`config.mk`:
```
export PLATFORM = sky130hd
export DESIGN_NAME = terminal_key_decoder_cursor
export DESIGN_NICKNAME = d
export VERILOG_FILES = /design/src/rtl/tkd_pkg.sv /design/src/rtl/tkd_front.sv /design/src/rtl/tkd_queue.sv /design/src/rtl/tkd_back.sv /design/src/rtl/terminal_key_decoder_cursor.sv
export SDC_FILE = /design/constraint.sdc
export NUM_CORES = 1
export LEC_CHECK = 0
export ABC_AREA = 1
export BUFFER_PORTS_ARGS = -buffer_cell sky130_fd_sc_hd__buf_2
export CAP_MARGIN = 10
export CORE_MARGIN = 5
export CORE_UTILIZATION = 45
export DETAILED_ROUTE_END_ITERATION = 10
export PLACE_DENSITY = 0.61
export SLEW_MARGIN = 25
export SYNTH_ARGS = -nofsm -noshare
export SYNTH_HDL_FRONTEND = slang
export SYNTH_SLANG_ARGS = --single-unit
```
`constraint.sdc`:
```
create_clock -name clk -period 5.7 [get_ports clk]
set_clock_uncertainty 0.15 [all_clocks]
set_input_delay 0.285 -clock clk [delete_from_list [all_inputs] [get_ports clk]]
set_output_delay 0.285 -clock clk [all_outputs]
set_load 0.05 [all_outputs]
```
`src/rtl/tkd_pkg.sv`:
```
// shared types, constants and decode tables for the terminal key decoder
`default_nettype none
package tkd_pkg;

  // configuration register indexes
  localparam logic [1:0] REG_SCREEN_ROWS = 2'd0;
  localparam logic [1:0] REG_SCREEN_COLS = 2'd1;
  localparam logic [1:0] REG_FILE_LINES  = 2'd2;

  // register reset values
  localparam logic [7:0]  RST_SCREEN_ROWS = 8'd24;
  localparam logic [7:0]  RST_SCREEN_COLS = 8'd80;
  localparam logic [15:0] RST_FILE_LINES  = 16'd0;

  // depth of the key queue between decoder and cursor unit
  localparam int QUEUE_DEPTH_DEF = 2;

  // bytes of interest
  localparam logic [7:0] BYTE_ESC    = 8'h1b;
  localparam logic [7:0] BYTE_CSI    = 8'h5b; // '['
  localparam logic [7:0] BYTE_SS3    = 8'h4f; // 'O'
  localparam logic [7:0] BYTE_TILDE  = 8'h7e;
  localparam logic [7:0] BYTE_ZERO   = 8'h30;
  localparam logic [7:0] BYTE_NINE   = 8'h39;
  localparam logic [7:0] CTRL_MASK   = 8'h1f;
  localparam logic [7:0] BYTE_CTRL_Q = 8'h71 & CTRL_MASK;

  // key codes
  localparam logic [8:0] KEY_ESC   = 9'd27;
  localparam logic [8:0] KEY_QUIT  = {1'b0, BYTE_CTRL_Q};
  localparam logic [8:0] KEY_UP    = 9'd256;
  localparam logic [8:0] KEY_DOWN  = 9'd257;
  localparam logic [8:0] KEY_LEFT  = 9'd258;
  localparam logic [8:0] KEY_RIGHT = 9'd259;
  localparam logic [8:0] KEY_PGUP  = 9'd260;
  localparam logic [8:0] KEY_PGDN  = 9'd261;
  localparam logic [8:0] KEY_HOME  = 9'd262;
  localparam logic [8:0] KEY_END   = 9'd263;
  localparam logic [8:0] KEY_DEL   = 9'd264;

  // escape parser states
  typedef enum logic [1:0] {
    PS_IDLE,
    PS_ESC,
    PS_SECOND,
    PS_TILDE
  } parse_state_t;

  typedef struct packed {
    logic       mode;
    logic [7:0] data_byte;
  } in_item_t;

  typedef struct packed {
    logic [8:0]  key_code;
    logic [7:0]  cursor_row;
    logic [7:0]  cursor_col;
    logic [15:0] top_line;
    logic        quit;
  } out_item_t;

  typedef struct packed {
    logic [7:0]  screen_rows;
    logic [7:0]  screen_cols;
    logic [15:0] file_lines;
  } cfg_t;

  // final byte of ESC [ x
  function automatic logic [8:0] csi_final(input logic [7:0] b);
    logic [8:0] k;
    unique case (b)
      8'h41:   k = KEY_UP;
      8'h42:   k = KEY_DOWN;
      8'h43:   k = KEY_RIGHT;
      8'h44:   k = KEY_LEFT;
      8'h48:   k = KEY_HOME;
      8'h46:   k = KEY_END;
      default: k = KEY_ESC;
    endcase
    return k;
  endfunction

  // digit of ESC [ digit ~
  function automatic logic [8:0] tilde_key(input logic [7:0] d);
    logic [8:0] k;
    unique case (d)
      8'h31, 8'h37: k = KEY_HOME;
      8'h34, 8'h38: k = KEY_END;
      8'h35:        k = KEY_PGUP;
      8'h36:        k = KEY_PGDN;
      8'h33:        k = KEY_DEL;
      default:      k = KEY_ESC;
    endcase
    return k;
  endfunction

endpackage
`default_nettype wire

```
`src/rtl/tkd_front.sv`:
```
// escape sequence decoder: accepts bytes and timeouts, pushes decoded keys
`default_nettype none
module tkd_front (
  input  wire logic            clk,
  input  wire logic            rst_n,
  input  wire logic            in_valid,
  input  wire tkd_pkg::in_item_t in_data,
  input  wire logic            queue_full,
  output logic                 in_stall,
  output logic                 push,
  output logic [8:0]           push_key
);
  import tkd_pkg::*;

  parse_state_t state_r, state_nxt;
  logic [7:0]   held_r, held_nxt;
  logic         stopped_r, stopped_nxt;
  logic         accept;
  logic         has_key;
  logic [8:0]   key;
  logic         is_digit;

  // once stopped every item is taken and dropped
  assign in_stall = !stopped_r && queue_full;
  assign accept   = in_valid && !in_stall;
  assign is_digit = (in_data.data_byte >= BYTE_ZERO) && (in_data.data_byte <= BYTE_NINE);

  // state registers
  always_ff @(posedge clk) begin
    if (!rst_n) begin
      state_r   <= PS_IDLE;
      held_r    <= '0;
      stopped_r <= 1'b0;
    end else begin
      state_r   <= state_nxt;
      held_r    <= held_nxt;
      stopped_r <= stopped_nxt;
    end
  end

  // parser next state and key decode
  always_comb begin
    state_nxt = state_r;
    held_nxt  = held_r;
    has_key   = 1'b0;
    key       = KEY_ESC;
    if (accept && !stopped_r) begin
      unique case (state_r)
        PS_IDLE: begin
          if (!in_data.mode) begin
            if (in_data.data_byte == BYTE_ESC) begin
              state_nxt = PS_ESC;
            end else begin
              has_key = 1'b1;
              key     = {1'b0, in_data.data_byte};
            end
          end
        end
        PS_ESC: begin
          if (in_data.mode) begin
            state_nxt = PS_IDLE;
            has_key   = 1'b1;
          end else begin
            held_nxt  = in_data.data_byte;
            state_nxt = PS_SECOND;
          end
        end
        PS_SECOND: begin
          state_nxt = PS_IDLE;
          has_key   = 1'b1;
          if (!in_data.mode) begin
            if (held_r == BYTE_CSI) begin
              if (is_digit) begin
                held_nxt  = in_data.data_byte;
                state_nxt = PS_TILDE;
                has_key   = 1'b0;
              end else begin
                key = csi_final(in_data.data_byte);
              end
            end else if (held_r == BYTE_SS3) begin
              if (in_data.data_byte == 8'h48) begin
                key = KEY_HOME;
              end else if (in_data.data_byte == 8'h46) begin
                key = KEY_END;
              end
            end
          end
        end
        PS_TILDE: begin
          state_nxt = PS_IDLE;
          has_key   = 1'b1;
          if (!in_data.mode && in_data.data_byte == BYTE_TILDE) begin
            key = tilde_key(held_r);
          end
        end
        default: state_nxt = PS_IDLE;
      endcase
    end
  end

  assign push        = has_key;
  assign push_key    = key;
  assign stopped_nxt = stopped_r || (has_key && key == KEY_QUIT);

endmodule
`default_nettype wire

```
`src/rtl/tkd_queue.sv`:
```
// small key queue between decoder and cursor unit
`default_nettype none
module tkd_queue #(
  parameter int DEPTH = tkd_pkg::QUEUE_DEPTH_DEF
) (
  input  wire logic       clk,
  input  wire logic       rst_n,
  input  wire logic       push,
  input  wire logic [8:0] push_key,
  input  wire logic       pop,
  output logic [8:0]      pop_key,
  output logic            full,
  output logic            empty
);
  localparam int PW = (DEPTH > 1) ? $clog2(DEPTH) : 1;
  localparam int CW = $clog2(DEPTH + 1);
  localparam logic [PW-1:0] LAST = PW'(DEPTH - 1);
  localparam logic [CW-1:0] FULLC = CW'(DEPTH);

  logic [8:0]    entries_r [DEPTH];
  logic [PW-1:0] wr_r, rd_r;
  logic [CW-1:0] count_r;
  logic          do_push, do_pop;

  assign full    = (count_r == FULLC);
  assign empty   = (count_r == '0);
  assign do_push = push && !full;
  assign do_pop  = pop && !empty;
  assign pop_key = entries_r[rd_r];

  // pointers and fill count
  always_ff @(posedge clk) begin
    if (!rst_n) begin
      wr_r    <= '0;
      rd_r    <= '0;
      count_r <= '0;
    end else begin
      if (do_push) wr_r <= (wr_r == LAST) ? '0 : wr_r + 1'b1;
      if (do_pop)  rd_r <= (rd_r == LAST) ? '0 : rd_r + 1'b1;
      if (do_push && !do_pop) count_r <= count_r + 1'b1;
      else if (do_pop && !do_push) count_r <= count_r - 1'b1;
    end
  end

  // storage
  always_ff @(posedge clk) begin
    if (do_push) entries_r[wr_r] <= push_key;
  end

endmodule
`default_nettype wire

```
`src/rtl/tkd_back.sv`:
```
// cursor unit: applies each key to the cursor and registers the result
`default_nettype none
module tkd_back (
  input  wire logic          clk,
  input  wire logic          rst_n,
  input  wire tkd_pkg::cfg_t cfg,
  input  wire logic          queue_empty,
  input  wire logic [8:0]    key,
  output logic               pop,
  output logic               out_valid,
  input  wire logic          out_stall,
  output tkd_pkg::out_item_t out_data
);
  import tkd_pkg::*;

  logic [7:0]  row_r, row_nxt;
  logic [7:0]  col_r, col_nxt;
  logic [15:0] top_r, top_nxt;
  logic        out_valid_r;
  out_item_t   out_r;

  logic [7:0]  rows_eff, cols_eff, bottom, n;
  logic [7:0]  up_row, dn_row, up_rem, dn_rem, d;
  logic [15:0] up_top, dn_top;
  logic signed [17:0] limit, top_s, room;
  logic [15:0] rem16, room16;
  logic        is_page;

  assign pop       = !queue_empty && (!out_valid_r || !out_stall);
  assign out_valid = out_valid_r;
  assign out_data  = out_r;

  assign rows_eff = (cfg.screen_rows == 8'd0) ? 8'd1 : cfg.screen_rows;
  assign cols_eff = (cfg.screen_cols == 8'd0) ? 8'd1 : cfg.screen_cols;
  assign bottom   = rows_eff - 8'd1;
  assign is_page  = (key == KEY_PGUP) || (key == KEY_PGDN);
  assign n        = is_page ? rows_eff : 8'd1;

  // upward move of n rows, scrolling past the top
  always_comb begin
    up_rem = n - row_r;
    if (n <= row_r) begin
      up_row = row_r - n;
      up_top = top_r;
    end else begin
      up_row = 8'd0;
      up_top = (top_r > {8'd0, up_rem}) ? top_r - {8'd0, up_rem} : 16'd0;
    end
  end

  // downward move of n rows, scrolling bounded by the file length
  always_comb begin
    d      = bottom - row_r;
    dn_row = row_r;
    dn_rem = n;
    dn_top = top_r;
    limit  = $signed({2'b00, cfg.file_lines}) - $signed({10'd0, rows_eff});
    top_s  = $signed({2'b00, top_r});
    room   = limit - top_s;
    room16 = room[15:0];
    rem16  = {8'd0, dn_rem};
    if (row_r < bottom) begin
      if (n <= d) begin
        dn_row = row_r + n;
      end else begin
        dn_row = bottom;
        dn_rem = n - d;
      end
    end
    rem16 = {8'd0, dn_rem};
    if (!(row_r < bottom && n <= d) && (top_s < limit)) begin
      dn_top = top_r + ((rem16 < room16) ? rem16 : room16);
    end
  end

  // select the move for this key
  always_comb begin
    row_nxt = row_r;
    col_nxt = col_r;
    top_nxt = top_r;
    unique case (key)
      KEY_HOME:  col_nxt = 8'd0;
      KEY_END:   col_nxt = cols_eff - 8'd1;
      KEY_UP, KEY_PGUP: begin
        row_nxt = up_row;
        top_nxt = up_top;
      end
      KEY_DOWN, KEY_PGDN: begin
        row_nxt = dn_row;
        top_nxt = dn_top;
      end
      KEY_LEFT:  if (col_r != 8'd0) col_nxt = col_r - 8'd1;
      KEY_RIGHT: if (col_r < cols_eff - 8'd1) col_nxt = col_r + 8'd1;
      default: ;
    endcase
  end

  // cursor state and output handshake
  always_ff @(posedge clk) begin
    if (!rst_n) begin
      row_r       <= '0;
      col_r       <= '0;
      top_r       <= '0;
      out_valid_r <= 1'b0;
    end else begin
      if (pop) begin
        row_r       <= row_nxt;
        col_r       <= col_nxt;
        top_r       <= top_nxt;
        out_valid_r <= 1'b1;
      end else if (!out_stall) begin
        out_valid_r <= 1'b0;
      end
    end
  end

  // result payload
  always_ff @(posedge clk) begin
    if (pop) begin
      out_r.key_code   <= key;
      out_r.cursor_row <= row_nxt;
      out_r.cursor_col <= col_nxt;
      out_r.top_line   <= top_nxt;
      out_r.quit       <= (key == KEY_QUIT);
    end
  end

endmodule
`default_nettype wire

```
`src/rtl/terminal_key_decoder_cursor.sv`:
```
// top level of the terminal key decoder with cursor tracking
//
//   channel | direction | handshake           | payload
//   in_     | input     | in_valid / in_stall  | in_item_t  (mode, data_byte)
//   out_    | output    | out_valid / out_stall| out_item_t (key, cursor, top line, quit)
//   cfg_    | input     | cfg_valid / cfg_ready| cfg_index, cfg_data
//
// one input item per cycle while in_stall is low; a key is decoded as its last byte is
// taken, held in the queue, then applied by the cursor unit into the output register
// synchronous active-low reset clears parser, queue, cursor and the stop flag
// out_stall backs up into the key queue; in_stall rises only when the queue is full
// after ctrl-q every input is taken and dropped until reset
`default_nettype none
module terminal_key_decoder_cursor #(
  parameter int QUEUE_DEPTH = tkd_pkg::QUEUE_DEPTH_DEF
) (
  input  wire logic               clk,
  input  wire logic               rst_n,
  input  wire logic               in_valid,
  output logic                    in_stall,
  input  wire tkd_pkg::in_item_t  in_data,
  output logic                    out_valid,
  input  wire logic               out_stall,
  output tkd_pkg::out_item_t      out_data,
  input  wire logic               cfg_valid,
  output logic                    cfg_ready,
  input  wire logic [1:0]         cfg_index,
  input  wire logic [15:0]        cfg_data
);
  import tkd_pkg::*;

  cfg_t       cfg_r;
  logic       push, pop, q_full, q_empty;
  logic [8:0] push_key, pop_key;

  assign cfg_ready = 1'b1;

  // configuration registers
  always_ff @(posedge clk) begin
    if (!rst_n) begin
      cfg_r.screen_rows <= RST_SCREEN_ROWS;
      cfg_r.screen_cols <= RST_SCREEN_COLS;
      cfg_r.file_lines  <= RST_FILE_LINES;
    end else if (cfg_valid && cfg_ready) begin
      unique case (cfg_index)
        REG_SCREEN_ROWS: cfg_r.screen_rows <= cfg_data[7:0];
        REG_SCREEN_COLS: cfg_r.screen_cols <= cfg_data[7:0];
        REG_FILE_LINES:  cfg_r.file_lines  <= cfg_data;
        default: ;
      endcase
    end
  end

  // decoder
  tkd_front u_front (
    .clk        (clk),
    .rst_n      (rst_n),
    .in_valid   (in_valid),
    .in_data    (in_data),
    .queue_full (q_full),
    .in_stall   (in_stall),
    .push       (push),
    .push_key   (push_key)
  );

  // key queue
  tkd_queue #(
    .DEPTH (QUEUE_DEPTH)
  ) u_queue (
    .clk      (clk),
    .rst_n    (rst_n),
    .push     (push),
    .push_key (push_key),
    .pop      (pop),
    .pop_key  (pop_key),
    .full     (q_full),
    .empty    (q_empty)
  );

  // cursor unit
  tkd_back u_back (
    .clk         (clk),
    .rst_n       (rst_n),
    .cfg         (cfg_r),
    .queue_empty (q_empty),
    .key         (pop_key),
    .pop         (pop),
    .out_valid   (out_valid),
    .out_stall   (out_stall),
    .out_data    (out_data)
  );

endmodule
`default_nettype wire

```
# == Word-level counts from Yosys, hierarchy flattened ==
# Memories as Yosys holds them, arrays and structs flattened. A register that Yosys moved wholly into a read port is not among the register bits.
# Cells that the tools add are included.
# word_totals
register_bits,122
ramBits,18
in_bits,32
out_inout_bits,45
elab_cells,188
memories,1
# classes
addsub,17
order_cmp,9
n_eq_ne,40
mux,60
reduce_logical,43
# mem_list
name,depth,width,rd,rd_ports_with_merged_regs,write_ports,line,text
u_queue.entries_r,2,9,1,1,1,tkd_queue.sv:20,logic [8:0] entries_r [DEPTH];
# ops
cell,n
two-way mux 8 bit,15
two-way mux 9 bit,9
== test 8 x 7 -> 1 bit (second input constant),9
== test 9 bit (second input constant),8
two-way mux 16 bit,4
== test 8 x 6 -> 1 bit (second input constant),7
one-hot mux 9 bit (6 select lines),1
one-hot mux 9 bit (5 select lines),1
one-hot mux 16 bit (2 select lines),1
one-hot mux 8 bit (2 select lines),2
one-hot mux 8 bit (4 select lines),1
subtractor 8 bit,4
one-hot mux 9 bit (3 select lines),1
subtractor 8 x 1 -> 8 bit (second input constant),3
== test 9 x 5 -> 1 bit (second input constant),2
less-than comparator 17 bit,1
subtractor 16 x 8 -> 17 bit,1
adder 16 bit,1
> comparator 16 x 8 -> 1 bit,1
less-or-equal comparator 8 bit,2
logical NOT 8 bit,2
less-than comparator 8 x 16 -> 1 bit,1
less-than comparator 8 bit,2
two-way mux 2 bit,8
other kinds (27),82

# == Logic depth before layout (Yosys ltp) ==
# depth
ltp_word,12
ltp_mapped,50
ltp_nobuf,49

# == Cells and area by module ==
# Synthesis repeated with hierarchy kept, for this count alone.
# hier_totals
cells_unflattened,1855
hier_area_um2,13020.0
# by_module_without_submodules
module,instances,cells_each,area_each_um2,seq_area_each_um2
tkd_back,1,1372,9565.4,1921.8
terminal_key_decoder_cursor,1,202,1338.8,640.6
tkd_front,1,215,1213.7,220.2
tkd_queue,1,66,902.1,640.6

# == Worst setup path before layout ==
# No wires, ideal clock.
# synth_path
kind,reg2reg
from,register cfg_r[29] (netlist name)
to,"register u_back.out_r, in the netlist u_back.out_data[9] (data pin)"
setup_time_ps,259
t_arrival_ps,5888
required_ps,5291
slack_ps,-597
stages_incl_launch_ff,42
path_buffers,1
period_less_slack_ps,6297
path_cell_list,dfxtp_1 > inv_1 > nand4_1 > nor2_1 > nor2_1 > ha_1 > xnor2_1 > inv_1 > ha_1 > nand2_1 > o21ai_0 > a21oi_1 > o21bai_1 > nand2_1 > nand2_1 > a21oi_1 > xor2_1 > ha_1 > (+6 left out) > nand2_1 > o21ai_2 > ha_1 > a21oi_1 > nor2_1 > a211oi_1 > nand2_2 > nand3_1 > nand2_1 > ha_1 > fa_1 > inv_1 > o21bai_1 > a21oi_1 > xor2_1 > nand3_1 > nand3_1 > nand2_1
# synth_via
elab_chain_cells,12
elab_cells_between_ends,27
classes_between,add/sub (8); order compare (6); mux (9); reduce/logical (4)
# synth_rtl
element,line,text
start: declaration,terminal_key_decoder_cursor.sv:32,cfg_t cfg_r;
logical NOT 8 bit,tkd_back.sv:33,assign rows_eff = (cfg.screen_rows == 8'd0) ? 8'd1 : cfg.screen_rows;
two-way mux 8 bit (*),tkd_back.sv:33,
subtractor 8 x 1 -> 8 bit,tkd_back.sv:35,assign bottom = rows_eff - 8'd1;
subtractor 8 bit,tkd_back.sv:53,d = bottom - row_r;
subtractor 8 bit or less-or-equal comparator 8 bit (tied branches),"tkd_back.sv:67, tkd_back.sv:63, tkd_back.sv:71",
two-way mux 8 bit,tkd_back.sv:63,if (n <= d) begin
two-way mux 8 bit,tkd_back.sv:62,if (row_r < bottom) begin
less-than comparator 8 x 16 -> 1 bit,tkd_back.sv:72,dn_top = top_r + ((rem16 < room16) ? rem16 : room16);
two-way mux 16 bit,tkd_back.sv:72,
adder 16 bit,tkd_back.sv:72,
two-way mux 16 bit,tkd_back.sv:71,if (!(row_r < bottom && n <= d) && (top_s < limit)) begin
one-hot mux 16 bit (2 select lines) (*),tkd_back.sv:81,unique case (key)
named net u_back.top_nxt[8],tkd_back.sv:18,"logic [15:0] top_r, top_nxt;"
end: declaration,tkd_back.sv:20,out_item_t out_r;
# Mark *: on every way through the listed nets, which the timed path passes. The rest lies on a longest branch.
# A chain may end at the register's enable or synchronous reset.

# == Final worst setup path ==
# layout_path
from,register cfg_r[29] (netlist name)
to,"register u_back.out_r, in the netlist u_back.out_data[10] (data pin)"
# Same word-level chain as after synthesis.

==> summary.md <==
| Metric | Value |
|---|---|
| Met3 wire len | `around 1900 um` |
| Seq/Total Area, Yosys | `27.09%` |
| Initial core utilization | `a little under half` |
| Via/cell ratio | `5.285` |
| Tot GR Track Use | `25.69%` |
| Failing checks | `negative setup slack` |
| Layout fillers | `2617` |
| Most frequent cell after synthesis | `nand2_1` |
| Status | `finished with violations` |
| Pin count of the biggest net entering global routing | `54` |
| Commonest cells in the synthesized netlist | `nand2_1, inv_1, a21oi_1, nand3_1, nor2_1` |
| Worst path arrival time | `6.23 ns` |
| Layout Area Growth over Synthesis | `30.62%` |
| Area of the multi-input gates | `8895 sq um` |
| Max-slew headroom | `35.06%` |
| # IOs | `77` |
| CTS tree | `built` |
| Gate Count Post-Synth | `1796` |
| Actual slew at the worst max-slew pin | `just under 1 ns` |
| PortBufs | `75` |
| Share of layout cells above drive strength 1 | `24.65%` |
| Final worst slack | `-0.4882 ns` |
| Drt pass-1 iters | `5` |
| FF/Latch Area | `~3400 sq um` |
| Pre-CTS WS | `-0.5497 ns` |
| Crit path buffers/inverters | `5` |
| DRC violations left | `0` |
| Initial antenna violation count | `0` |
| Routed WL | `40480 um` |
| Post-synth cell types | `53` |
| CP top delay family | `simple AND/OR/NAND/NOR gates` |
| DP Wirelength | `30150 um` |
| Setup crit end kind | `register` |
| Hold Crit Class | `in2reg` |
| Full die area | `31530 sq um` |
| Leading area contributor after synthesis | `edfxtp_1` |
| Pwr Density | `between 500 and 600 nW/um^2` |
| VDD IR max | `0.2773 mV` |
| Final #Nets | `2247` |
| Crit-path slowest cell | `dfxtp_2` |
| Async S/R FF share, synth | `0%` |
| DR WL/cell | `16.41 um` |
| Sink Count | `141` |
| Syn Area/Cell | `between 7 and 8 sq um` |
| Std-Cell Rows | `61` |
| WS Path Type | `reg2reg` |
| Top_reg_cell synth | `dfxtp_1` |
| Worst setup SP type | `register` |
| Routability congestion estimate | `roughly 0.97` |
| RSZ-0062 raised after global routing | `true` |
| Mapped cell area | `12640 sq um` |
| H-tree depth | `4` |
| Clk Tree Root Cell | `clkbuf_16` |
| 1st-iter DRT viols | `~910` |
| DR top layer | `met4` |
| Leakage | `around 0.0081 uW` |
| Cts bufs inserted | `17` |
| Met2 Routed Length | `between 15000 and 20000 um` |
| Die H | `177.6 um` |
| Diode count | `0` |
| Seq cells post-synth | `141` |
| Final period util | `108.6%` |
| DRT antenna net count | `0` |
| Gr ovfl total | `0` |
| Clock Pin Slew Worst Setup and Hold Paths | `0.07 ns` |
| Worst-path maximum fanout | `8` |
| EDFF count, synth | `60` |
| Fin. Hold Viols | `0` |
| Required @ worst endpoint | `5.74 ns` |
| Clock Latency Late Sink | `0.44 ns` |
| Fin crit period | `6.188 ns` |
| Max-Cap Viols | `0` |
| Fmax achieved | `0.1616 GHz` |
| Cell mode on critical path | `nand2_1` |
| Wl on met1 | `18310 um` |
| Share of the synthesized area in the top cell type | `14.26%` |
| Top cells by area, synth | `edfxtp_1, ha_1, dfxtp_1, nand2_1, inv_1` |
| Min Hold Slack | `about 0.031 ns` |
| Vias | `13040` |
| Die Width | `177.6 um` |
| Final setup vio count | `30` |
| Core region area | `27780 sq um` |
| Ys Warns | `0` |
| Fin util | `between 50% and 60%` |
| Slowest stage delay, CP | `0.33 ns` |
| First-pass GRT wire length | `64450 um` |
| Longest Clk Path Bufs | `2` |
| Final Max Slew Viols | `0` |
| Vias in the first global route | `12530` |
## worst reg2reg max path: cells and delay by family, from the launching register on
kind	cells	cell delay, ns
compound gates	9	1.14
xor+xnor	3	0.42
fa+ha+maj	5	1.28
buf+inv	5	0.51
flops	1	0.33
simple gates	22	2.11
## area by class of cell
type	instances	share of cell area [%]
Clock inverter	15	1.175
Tap cell	378	2.866
Multi-Input combinational cell	1357	53.89
Clock buffer	17	2.578
Sequential cell	141	20.77
Inverter	269	6.186
Timing Repair Buffer	290	12.53
## per-layer routing
| metal | track usage (%) | vias to the layer above |
|---|---|---|
| met5 | 0 | - |
| met4 | 8.959 | 0 |
| met3 | 2.833 | 67 |
| met2 | 43.36 | 396 |
| met1 | 34.20 | 6062 |
| li1 | - | 6514 |
## flip-flops by register name (all words and copies together), names as in the netlist, named ones only
name               flops
cfg_r                 32
u_back.col_r           8
u_back.out_data       42
u_back.out_valid       1
u_back.row_r           8
u_back.top_r          16
u_front.held_r         8
u_front.state_r        2
u_front.stopped_r      1
u_queue.count_r        2
u_queue.entries_r     18
u_queue.rd_r           1
u_queue.wr_r           1
## cells by family (layout without fill, tap and decap cells)
kind of cell | Yosys count | after routing | synth area share [%]
xor+xnor | 89 | 89 | 6.169
compound gates | 335 | 335 | 14.71
simple gates | 785 | 786 | 28.15
flops | 141 | 141 | 27.09
fa+ha+maj | 139 | 139 | 14.30
buf+inv | 305 | 591 | 9.516
other cells | 2 | 8 | 0.05943
## where the power goes
group	internal [uW]	switching, uW
Combinational	2430	4090
Clock	600	593
Sequential	1440	282
## stage by stage
stage	setup TNS, ns	std cells	power, uW	area (sq um)
final	-12.00	2467	9433	16500
after detailed placement	-11.69	2383	7715	14730
after global routing	-23.06	2467	10190	16500
after CTS	-9.293	2456	9143	16060
after global placement	-9.713	2383	7639	14730
after floorplan	-0.9558	1802	5854	12830
## cells in the final DEF, fill, tap and decap left out, types with 9 or more instances in the layout
master	count
nand2_2	29
buf_4	191
buf_2	75
nand4_1	29
a31oi_1	9
nor3_1	23
o211ai_1	10
xnor2_1	18
edfxtp_1	60
dfxtp_1	77
nor2_1	129
inv_1	244
ha_1	113
nand3_1	133
xor2_1	62
o21ai_0	83
a21oi_1	146
dlygate4sd3_1	16
clkbuf_16	17
nor2_4	13
ha_4	15
inv_2	20
nor2_2	13
o21ai_2	14
nand3_2	23
o21ai_1	14
nand2_4	22
nand2_1	332
## worst paths after layout
check               start                   to  depth (start not counted)  slack (ns)
max             cfg_r[29]  u_back.out_data[10]                         44       -0.49
min             out_stall     u_back.out_valid                          3        0.03
max reg2reg     cfg_r[29]  u_back.out_data[10]                         44       -0.49
min reg2reg  u_queue.rd_r         u_queue.rd_r                          1        0.31
## timing repair
item,4_1_cts,5_1_grt
hold buffers,16,0
endpoints found under the setup margin,30,32
hold endpoints to repair,21,0
resized for setup,73,86
pin swaps,70,70
gates cloned,1,0
setup buffers,24,14
Note: power is estimated with default switching activity, not from simulation.
